## src/hdl/hrhp_pkg.sv

```systemverilog
package hrhp_pkg;

    // Result kinds
    localparam logic [2:0] KIND_STATUS = 3'd0;
    localparam logic [2:0] KIND_NAME   = 3'd1;
    localparam logic [2:0] KIND_VALUE  = 3'd2;
    localparam logic [2:0] KIND_HEADER = 3'd3;
    localparam logic [2:0] KIND_END    = 3'd4;

    // Parser phases
    localparam logic [2:0] PH_SEEK_SPACE = 3'd0;
    localparam logic [2:0] PH_STATUS     = 3'd1;
    localparam logic [2:0] PH_SEEK_LF    = 3'd2;
    localparam logic [2:0] PH_NAME       = 3'd3;
    localparam logic [2:0] PH_SKIP       = 3'd4;
    localparam logic [2:0] PH_VALUE      = 3'd5;
    localparam logic [2:0] PH_DONE       = 3'd6;

    // Characters of interest
    localparam logic [7:0] CHAR_NUL   = 8'h00;
    localparam logic [7:0] CHAR_LF    = 8'h0A;
    localparam logic [7:0] CHAR_CR    = 8'h0D;
    localparam logic [7:0] CHAR_SPACE = 8'h20;
    localparam logic [7:0] CHAR_ZERO  = 8'h30;
    localparam logic [7:0] CHAR_COLON = 8'h3A;

    localparam logic [7:0] MAX_HEADERS_RESET = 8'd16;

    typedef logic [2:0] kind_t;

endpackage

```

## src/hdl/http_response_header_parser.sv

```systemverilog
// An accepted byte sits in the input register; its result is loaded into the
// result register. Throughput: one byte per cycle while results are taken;
// the slave side stalls only when both registers are full and the result waits.
// Reset (rst_n low, asynchronous): pipeline emptied, parser back to seeking the
// first space, status and header count cleared, max_headers set to 16.
module http_response_header_parser
    import hrhp_pkg::*;
(
    input  logic        clk,
    input  logic        rst_n,
    // Configuration: max_headers
    input  logic        cfg_valid,
    output logic        cfg_ready,
    input  logic [7:0]  cfg_data,
    // Input bytes
    input  logic        s_axis_tvalid,
    output logic        s_axis_tready,
    input  logic [7:0]  s_axis_tdata,   // [7:0] rx_byte
    input  logic        s_axis_tuser,   // [0] start_req
    // Results
    output logic        m_axis_tvalid,
    input  logic        m_axis_tready,
    output logic [47:0] m_axis_tdata,   // [7:0] data_byte, [39:8] status_code,
                                        // [47:40] header_total
    output logic [2:0]  m_axis_tuser,   // [2:0] kind
    output logic        m_axis_tlast    // finished
);

    // Input register
    logic        in_valid_reg;
    logic [7:0]  in_byte_reg;
    logic        in_start_reg;

    // Result register
    logic        out_valid_reg;
    kind_t       out_kind_reg;
    logic [7:0]  out_byte_reg;
    logic [31:0] out_status_reg;
    logic [7:0]  out_total_reg;
    logic        out_fin_reg;

    // Parser state
    logic [2:0]  phase_reg, phase_next;
    logic [31:0] status_acc_reg, status_acc_next;
    logic [7:0]  header_count_reg, header_count_next;
    logic [1:0]  skip_left_reg, skip_left_next;
    logic [7:0]  max_headers_reg;

    // Result of the byte in the input register
    logic        res_valid;
    kind_t       res_kind;
    logic [7:0]  res_byte;
    logic [31:0] res_status;
    logic        res_fin;

    logic        out_free;
    logic        proc;

    logic [2:0]  ph;
    logic [31:0] acc;
    logic [7:0]  cnt;
    logic [1:0]  skp;
    logic [7:0]  cnt_inc;
    logic [31:0] acc_step;
    logic [1:0]  skp_dec;

    assign out_free      = !out_valid_reg || m_axis_tready;
    assign proc          = in_valid_reg && out_free;
    assign s_axis_tready = !in_valid_reg || out_free;
    assign cfg_ready     = 1'b1;

    // Decode one byte against the current parser state
    always_comb
    begin
        // A start flag restarts the parser before the byte is handled
        ph  = in_start_reg ? PH_SEEK_SPACE : phase_reg;
        acc = in_start_reg ? 32'd0 : status_acc_reg;
        cnt = in_start_reg ? 8'd0 : header_count_reg;
        skp = in_start_reg ? 2'd0 : skip_left_reg;

        cnt_inc  = cnt + 8'd1;
        acc_step = {acc[28:0], 3'b000} + {acc[30:0], 1'b0}
                   + {24'd0, in_byte_reg} - {24'd0, CHAR_ZERO};
        skp_dec  = (skp != 2'd0) ? skp - 2'd1 : skp;

        phase_next        = ph;
        status_acc_next   = acc;
        header_count_next = cnt;
        skip_left_next    = skp;

        res_valid  = 1'b0;
        res_kind   = KIND_END;
        res_byte   = 8'd0;
        res_status = 32'd0;
        res_fin    = 1'b0;

        case (ph)
            PH_SEEK_SPACE:
            begin
                if (in_byte_reg == CHAR_NUL)
                begin
                    phase_next = PH_DONE;
                    res_valid  = 1'b1;
                    res_fin    = 1'b1;
                end
                else if (in_byte_reg == CHAR_SPACE)
                begin
                    status_acc_next = 32'd0;
                    phase_next      = PH_STATUS;
                end
            end
            PH_STATUS:
            begin
                if (in_byte_reg == CHAR_SPACE)
                begin
                    phase_next = PH_SEEK_LF;
                    res_valid  = 1'b1;
                    res_kind   = KIND_STATUS;
                    res_status = acc;
                end
                else
                begin
                    status_acc_next = acc_step;
                end
            end
            PH_SEEK_LF:
            begin
                if (in_byte_reg == CHAR_NUL)
                begin
                    phase_next = PH_DONE;
                    res_valid  = 1'b1;
                    res_fin    = 1'b1;
                end
                else if (in_byte_reg == CHAR_LF)
                begin
                    phase_next = PH_NAME;
                end
            end
            PH_NAME:
            begin
                if (in_byte_reg inside {CHAR_CR, CHAR_LF, CHAR_NUL})
                begin
                    phase_next = PH_DONE;
                    res_valid  = 1'b1;
                    res_fin    = 1'b1;
                end
                else if (in_byte_reg == CHAR_COLON)
                begin
                    skip_left_next = 2'd1;
                    phase_next     = PH_SKIP;
                end
                else
                begin
                    res_valid = 1'b1;
                    res_kind  = KIND_NAME;
                    res_byte  = in_byte_reg;
                end
            end
            PH_SKIP:
            begin
                if (in_byte_reg == CHAR_NUL)
                begin
                    phase_next = PH_DONE;
                    res_valid  = 1'b1;
                    res_fin    = 1'b1;
                end
                else
                begin
                    skip_left_next = skp_dec;
                    if (skp_dec == 2'd0)
                    begin
                        phase_next = PH_VALUE;
                    end
                end
            end
            PH_VALUE:
            begin
                if (in_byte_reg inside {CHAR_LF, CHAR_NUL})
                begin
                    phase_next = PH_DONE;
                    res_valid  = 1'b1;
                    res_fin    = 1'b1;
                end
                else if (in_byte_reg == CHAR_CR)
                begin
                    // Count the header and end once the limit is reached
                    header_count_next = cnt_inc;
                    res_valid         = 1'b1;
                    res_kind          = KIND_HEADER;
                    if (cnt_inc >= max_headers_reg)
                    begin
                        phase_next = PH_DONE;
                        res_fin    = 1'b1;
                    end
                    else
                    begin
                        phase_next = PH_SEEK_LF;
                    end
                end
                else
                begin
                    res_valid = 1'b1;
                    res_kind  = KIND_VALUE;
                    res_byte  = in_byte_reg;
                end
            end
            default:
            begin
                phase_next = PH_DONE;
            end
        endcase
    end

    // Hold the configuration register
    always_ff @(posedge clk or negedge rst_n)
    begin
        if (!rst_n)
        begin
            max_headers_reg <= MAX_HEADERS_RESET;
        end
        else if (cfg_valid && cfg_ready)
        begin
            max_headers_reg <= cfg_data;
        end
    end

    // Capture an input transaction, drop it once processed
    always_ff @(posedge clk or negedge rst_n)
    begin
        if (!rst_n)
        begin
            in_valid_reg <= 1'b0;
        end
        else if (s_axis_tvalid && s_axis_tready)
        begin
            in_valid_reg <= 1'b1;
        end
        else if (proc)
        begin
            in_valid_reg <= 1'b0;
        end
    end

    always_ff @(posedge clk)
    begin
        if (s_axis_tvalid && s_axis_tready)
        begin
            in_byte_reg  <= s_axis_tdata;
            in_start_reg <= s_axis_tuser;
        end
    end

    // Advance the parser state
    always_ff @(posedge clk or negedge rst_n)
    begin
        if (!rst_n)
        begin
            phase_reg        <= PH_SEEK_SPACE;
            status_acc_reg   <= 32'd0;
            header_count_reg <= 8'd0;
            skip_left_reg    <= 2'd0;
        end
        else if (proc)
        begin
            phase_reg        <= phase_next;
            status_acc_reg   <= status_acc_next;
            header_count_reg <= header_count_next;
            skip_left_reg    <= skip_left_next;
        end
    end

    // Load the result register or empty it when taken
    always_ff @(posedge clk or negedge rst_n)
    begin
        if (!rst_n)
        begin
            out_valid_reg <= 1'b0;
        end
        else if (proc)
        begin
            out_valid_reg <= res_valid;
        end
        else if (m_axis_tready)
        begin
            out_valid_reg <= 1'b0;
        end
    end

    always_ff @(posedge clk)
    begin
        if (proc)
        begin
            out_kind_reg   <= res_kind;
            out_byte_reg   <= res_byte;
            out_status_reg <= res_status;
            out_total_reg  <= header_count_next;
            out_fin_reg    <= res_fin;
        end
    end

    assign m_axis_tvalid = out_valid_reg;
    assign m_axis_tdata  = {out_total_reg, out_status_reg, out_byte_reg};
    assign m_axis_tuser  = out_kind_reg;
    assign m_axis_tlast  = out_fin_reg;

`ifndef NO_ASSERTIONS
    // A finishing result leaves the parser in the done phase
    assert property (@(posedge clk) disable iff (!rst_n)
        (proc && res_valid && res_fin) |=> (phase_reg == PH_DONE))
        else $error("finishing result did not end the parse");

    // Only a header or end result may finish the parse
    assert property (@(posedge clk) disable iff (!rst_n)
        (m_axis_tvalid && m_axis_tlast) |->
            (m_axis_tuser == KIND_END || m_axis_tuser == KIND_HEADER))
        else $error("finished set on a wrong kind");

    // Data byte is carried only by name and value results
    assert property (@(posedge clk) disable iff (!rst_n)
        (m_axis_tvalid && m_axis_tuser != KIND_NAME && m_axis_tuser != KIND_VALUE)
            |-> (m_axis_tdata[7:0] == 8'd0))
        else $error("data byte set on a non-byte result");

    // A held result stays put until it is taken
    assert property (@(posedge clk) disable iff (!rst_n)
        (m_axis_tvalid && !m_axis_tready) |=>
            (m_axis_tvalid && $stable(m_axis_tdata) && $stable(m_axis_tuser)
             && $stable(m_axis_tlast)))
        else $error("result register changed while stalled");
`endif

endmodule

```

## config.mk

```make
export PLATFORM = sky130hd
export DESIGN_NAME = http_response_header_parser
export DESIGN_NICKNAME = d
export VERILOG_FILES = /design/src/hdl/hrhp_pkg.sv /design/src/hdl/http_response_header_parser.sv
export SDC_FILE = /design/constraint.sdc
export NUM_CORES = 1
export LEC_CHECK = 0
export ABC_AREA = 1
export BUFFER_PORTS_ARGS = -buffer_cell sky130_fd_sc_hd__buf_4
export CAP_MARGIN = 20
export CORE_MARGIN = 2
export CORE_UTILIZATION = 55
export DETAILED_ROUTE_END_ITERATION = 12
export GPL_TIMING_DRIVEN = 0
export PLACE_DENSITY_LB_ADDON = 0.2
export SYNTH_ARGS = -nofsm -noshare
export SYNTH_HDL_FRONTEND = slang
export SYNTH_SLANG_ARGS = --single-unit
```

## constraint.sdc

```tcl
create_clock -name clk -period 3.8 [get_ports clk]
set_input_delay 0.57 -clock clk [delete_from_list [all_inputs] [get_ports clk]]
set_output_delay 0.57 -clock clk [all_outputs]
set_load 0.005 [all_outputs]
```

# Word level (Yosys, flattened, before mapping)
# Index checks and enable logic that the tools add are counted.
[word_totals]
ff_bits = 116
output_inout_bits = 55
wordCells = 99
[op_classes]
order_cmp = 1
n_mux = 54
eq_ne = 9
reduce_logical = 16
n_addsub = 5
[ops]
columns = ["cell", "n"]
rows = [
  ["two-way mux 32 bit", 4],
  ["two-way mux 8 bit", 8],
  ["one-hot mux 32 bit (2 select lines)", 1],
  ["two-way mux 3 bit", 17],
  ["adder 32 bit", 1],
  ["adder 32 x 8 -> 32 bit", 1],
  ["subtractor 32 x 6 -> 32 bit (second input constant)", 1],
  ["one-hot mux 3 bit (6 select lines)", 1],
  ["== test 8 x 4 -> 1 bit (second input constant)", 2],
  ["== test 8 x 6 -> 1 bit (second input constant)", 2],
  ["one-hot mux 8 bit (2 select lines)", 1],
  ["two-way mux 1 bit", 13],
  ["two-way mux 2 bit", 5],
  ["one-hot mux 3 bit (3 select lines)", 1],
  ["adder 8 x 1 -> 8 bit (second input constant)", 1],
  [">= comparator 8 bit", 1],
  ["zero test 8 bit", 1],
  ["nonzero test 2 bit", 4],
  ["== test 3 x 2 -> 1 bit (second input constant)", 2],
  ["== test 3 bit (second input constant)", 2],
  ["one-hot mux 1 bit (4 select lines)", 1],
  ["one-hot mux 2 bit (2 select lines)", 1],
  ["== test 3 x 1 -> 1 bit (second input constant)", 1],
  ["zero test 3 bit", 1],
  ["9 further kinds", 12],
]

# Depth between registers and ports, before layout
[logic_depth]
ltp_word = 7
ltp_mapped = 22
mapped_depth_nobuf = 22

# Worst setup path after synthesis
# Ideal clock, no wire load.
[synth_timing]
kind = "register -> register"
startpoint = "register in_start_reg"
endpoint = "register status_acc_reg[31]"
t_arrival_ps = 3314
stages_incl_launch_ff = 21
n_path_buf = 2
required_ps = 3723
slack_ps = 408
setup_ps = 77
path_cell_list = "edfxtp_1 > clkbuf_1 > buf_2 > nor2_1 > inv_1 > ha_1 > inv_1 > fa_1 > inv_1 > fa_1 > inv_1 > nand3_1 > nand3_1 > nand2_1 > nand2_1 > nand2_1 > nand2_1 > nand2_1 > nand3_1 > nand3_1 > a21oi_1"
[synth_between]
elab_chain_len = 6
word_cells_on_any_way = 11
cone_classes = "add/sub: 3; eq/ne: 1; mux: 6; reduce/logical: 1"
[synth_lines]
columns = ["item", "line_no", "text"]
rows = [
  ["from (decl)", "http_response_header_parser.sv:32", "logic in_start_reg;"],
  ["from (signal assigned)", "http_response_header_parser.sv:249", "in_start_reg <= s_axis_tuser;"],
  ["two-way mux 32 bit", "http_response_header_parser.sv:77", "acc = in_start_reg ? 32'd0 : status_acc_reg;"],
  ["via acc[1]", "http_response_header_parser.sv:60", "logic [31:0] acc;"],
  ["adder 32 bit", "http_response_header_parser.sv:82", "acc_step = {acc[28:0], 3'b000} + {acc[30:0], 1'b0}"],
  ["adder 32 x 8 -> 32 bit", "http_response_header_parser.sv:83", "+ {24'd0, in_byte_reg} - {24'd0, CHAR_ZERO};"],
  ["subtractor 32 x 6 -> 32 bit", "http_response_header_parser.sv:83", ""],
  ["two-way mux 32 bit", "http_response_header_parser.sv:114", "if (in_byte_reg == CHAR_SPACE)"],
  ["one-hot mux 32 bit (2 select lines)", "http_response_header_parser.sv:97", "case (ph)"],
  ["to (signal assigned)", "http_response_header_parser.sv:266", "status_acc_reg <= status_acc_next;"],
  ["to (decl)", "http_response_header_parser.sv:44", "logic [31:0] status_acc_reg, status_acc_next;"],
]
# The timed path passes the listed nets, and every way through them passes these cells.
# A chain may end at the register's enable or synchronous reset.

# Worst setup path in the final report
[layout_timing]
startpoint = "register in_start_reg"
endpoint = "register status_acc_reg[23]"
[layout_between]
elab_chain_len = 6
word_cells_on_any_way = 11
cone_classes = "add/sub: 3; eq/ne: 1; mux: 6; reduce/logical: 1"
[layout_lines]
columns = ["item", "line_no"]
rows = [
  ["two-way mux 32 bit", "http_response_header_parser.sv:77"],
  ["adder 32 bit", "http_response_header_parser.sv:82"],
  ["adder 32 x 8 -> 32 bit", "http_response_header_parser.sv:83"],
  ["subtractor 32 x 6 -> 32 bit", "http_response_header_parser.sv:83"],
  ["two-way mux 32 bit", "http_response_header_parser.sv:114"],
  ["one-hot mux 32 bit (2 select lines) *", "http_response_header_parser.sv:97"],
]
# Every way passes the cells marked *; elsewhere a longest branch is shown, timed or not.

==> metrics.md <==
| Metric | Value |
|---|---|
| Post-synthesis compound-gate area fraction | `10.2%` |
| Main area contributors after synthesis | `edfxtp_1 21%, dfrtp_1 16%, ha_1 13%, nand2_1 12%, inv_1 9.6%` |
| Critical path required time | `4.14 ns` |
| Vias in the first global route | `approximately 7200` |
| Simple-gate share of the synthesized area | `25.7%` |
| Count of final setup violators | `0` |
| Crit start category | `flop` |
| Routed length per instance | `around 15 microns` |
| CTS tree | `yes` |
| CP bufs+invs | `5` |
| Status | `completed` |
| CTS Sinks | `between 100 and 150` |
| Largest net degree at the start of global routing | `62` |
| Final core occ | `66.6%` |
| Die Span Y | `129 microns` |
| Initial antenna violation count | `0` |
| Fmax | `281 MHz` |
| Synth Area in Adders | `between 10% and 20%` |
| Avg Cell Area, Syn | `7.49 sq um` |
| Total grt overflow | `0` |
| Port-buffer cells | `75` |
| Max-slew violation count | `0` |
| Synth Net Count | `roughly 1300` |
| Top delay family on crit path | `simple AND/OR/NAND/NOR gates` |
| Number of synthesized flops with an enable pin | `between 60 and 70` |
| Critical path fanouts, max | `10` |
| Die ar. | `16700 sq um` |
| Vias | `7760` |
| Relative slew slack | `42.6%` |
| Total Routing Usage GR | `28.5%` |
| Vias/cell | `5.25` |
| Cells after Synth | `1155` |
| Global-route wire length before repair | `36500 microns` |
| Critical path class | `flop to flop` |
| # rows | `45` |
| Seq/Total Area, Yosys | `37.1%` |
| Nets | `1370` |
| Crit end category | `flop` |
| Critical path's most frequent cell | `nand2_1` |
| Fill cells | `1343` |
| Mapped cell area | `8650 sq um` |
| First-pass DRT Iterations | `7` |
| Maximum vdd drop | `408 uV` |
| Core area | `15300 sq um` |
| Predominant post-synthesis flop cell | `edfxtp_1` |
| Yosys reg bits | `116` |
| XOR/XNOR Fraction of Synth Area | `1.52%` |
| Top Ports | `77` |
| Post-DP HPWL | `roughly 17000 microns` |
| Mux contribution to synthesized area | `0.130%` |
| Non-filler cells in the finished layout | `1477` |
| Final wirelength | `22500 microns` |
| Most frequent cell after synthesis | `nand2_1` |
| Delay of the slowest critical-path stage | `0.53 ns` |
| Yosys warns | `0` |
| HP Class | `primary input to asynchronous set/reset pin` |
| Worst-Margin Slew | `approximately 0.86 ns` |
| Max Cap Violations | `0` |
| CP Data Arrival Time | `3.90 ns` |
| Layout cells sized above 1 | `13.2%` |
| DRC violations left | `0` |
| Critical path's slowest cell | `fa_1` |
| Die width | `129 microns` |
| Async set-reset flop share out of synthesis | `47.4%` |
| Final Hold Violating Endpoints | `0` |
| Final ANT Viol Nets | `0` |
| Clock Tree Root | `clkbuf_16` |
| Synth area leader | `edfxtp_1` |
| Clock slew at reported path FFs | `0.06 ns` |
| Synth top area share | `roughly a fifth` |
| Leak | `roughly 5.3 nW` |
| Setup Skew | `0.0134 ns` |
| Pwr dens | `687 nW/um^2` |
| Final period util | `93.8%` |
| Worst-skew pair later-pin latency | `0.42 ns` |
| H-tree depth | `4` |
| # diodes | `0` |
| Largest family of logic cells by synthesized area | `simple AND/OR/NAND/NOR gates` |
| CTS Hold Bufs | `0` |
| Initial DRC Count | `about 670` |
| Number of buffers created by CTS | `17` |
| Initial core utilization | `56.7%` |
| P&R area growth vs syn | `17.5%` |
| CP Cell Sequence | `clkinv_4 -> buf_4 -> buf_2 -> nand3_1 -> nand2_1 -> o21ai_0 -> fa_1 -> inv_1 -> fa_1 -> inv_1 -> nand3_1 -> nand3_2 -> nand2_1 -> nand2_2 -> nand2_1 -> nand2_2 -> nand2_1 -> nand3b_1 -> nand3_1 -> a21oi_1` |
| Fin crit period | `3.56 ns` |
| Synth cell count leaders | `279 x nand2_1, 220 x inv_1, 126 x nor2_1` |
| Cell variety after synth | `50` |
| Clk buf depth | `2` |
| Routability cong. | `between 0.9 and 1` |
| Total power | `0.00698 W` |
| DP Cell Count | `1441` |
-- power by group --
group | switching [W] | internal [W] | total [W] | leakage, nW
clock network | 0.000628 | 0.000972 | 0.00160 | 0.278
registers | 0.000103 | 0.00154 | 0.00164 | 1.30
logic | 0.00242 | 0.00132 | 0.00374 | 3.69
total | 0.00315 | 0.00383 | 0.00698 | 5.27
-- placed cells by master, fill, tap and decap left out, types with 7 or more instances in the layout --
cell / n
nand4_1: 13
nand2_2: 9
nand3_1: 57
inv_1: 220
dfrtp_1: 54
nand2_1: 274
clkbuf_16: 17
edfxtp_1: 61
a31oi_1: 11
xor2_1: 9
o21ai_0: 44
nor3_1: 10
nand3b_1: 7
clkbuf_1: 8
o21ai_1: 7
nor2_1: 124
buf_4: 82
ha_1: 90
a21oi_1: 70
-- final timing paths --
| check | endpoint | from | cells past startpoint | slack (ns) |
|---|---|---|---|---|
| max in group asynchronous | status_acc_reg[25]$_DFFE_PN0P_ | rst_n | 1 | 3.06 |
| setup reg to reg | status_acc_reg[23]$_DFFE_PN0P_ | in_start_reg$_DFFE_PP_ | 20 | 0.24 |
| hold / removal | status_acc_reg[12]$_DFFE_PN0P_ | rst_n | 1 | 0.20 |
| min in group clk | in_byte_reg[1]$_DFFE_PP_ | s_axis_tdata[1] | 1 | 0.32 |
| setup / recovery | status_acc_reg[23]$_DFFE_PN0P_ | in_start_reg$_DFFE_PP_ | 20 | 0.24 |
| hold reg to reg | status_acc_reg[9]$_DFFE_PN0P_ | status_acc_reg[9]$_DFFE_PN0P_ | 2 | 0.49 |
-- cell families (layout without fill, tap and decap cells) --
kind of cell | count (synthesis) | after routing
xor gates and xnor gates | 15 | 15
adders and majority gates | 95 | 95
other | 1 | 1
and+or+nand+nor | 519 | 519
muxes | 1 | 1
DFF | 116 | 116
AOI/OAI and AO/OA | 160 | 160
buffers and inverters | 248 | 359
-- per-layer routing --
layer	wire length [microns]	track usage, %
met2	10100	44.8
met5	0	0
met4	354	7.48
met1	10300	40.7
met3	1690	5.24
-- through the flow --
stage          area, sq um  setup TNS (ns)  worst slack [ns]  hold slack, ns
2_1_floorplan         8650               0             0.408           0.274
3_3_place_gp          9470          -50.14            -0.793           0.466
3_5_place_dp          9480          -10.24            -0.610           0.477
4_1_cts              10100               0            0.0178           0.241
5_1_grt              10200       -0.000612         -0.000612           0.267
6_report             10200               0             0.237           0.197
-- timing repair --
item                                    4_1_cts  5_1_grt
pin swaps                                     0        0
buffers inserted                              2        4
resized for setup                            13        9
endpoints found under the setup margin       25       20
-- cell type report --
| class | count | area (sq um) | area share, % |
|---|---|---|---|
| flip-flops and latches | 116 | 3210 | 31.6 |
| clock buffers | 18 | 429 | 4.23 |
| multi-input cells | 791 | 4510 | 44.4 |
| well taps | 211 | 264 | 2.60 |
| repair buffers | 81 | 608 | 5.99 |
| plain buffers | 21 | 130 | 1.28 |
| clock inverters | 14 | 154 | 1.52 |
| inverters | 225 | 850 | 8.37 |
Power figures use the tool's default switching activity.
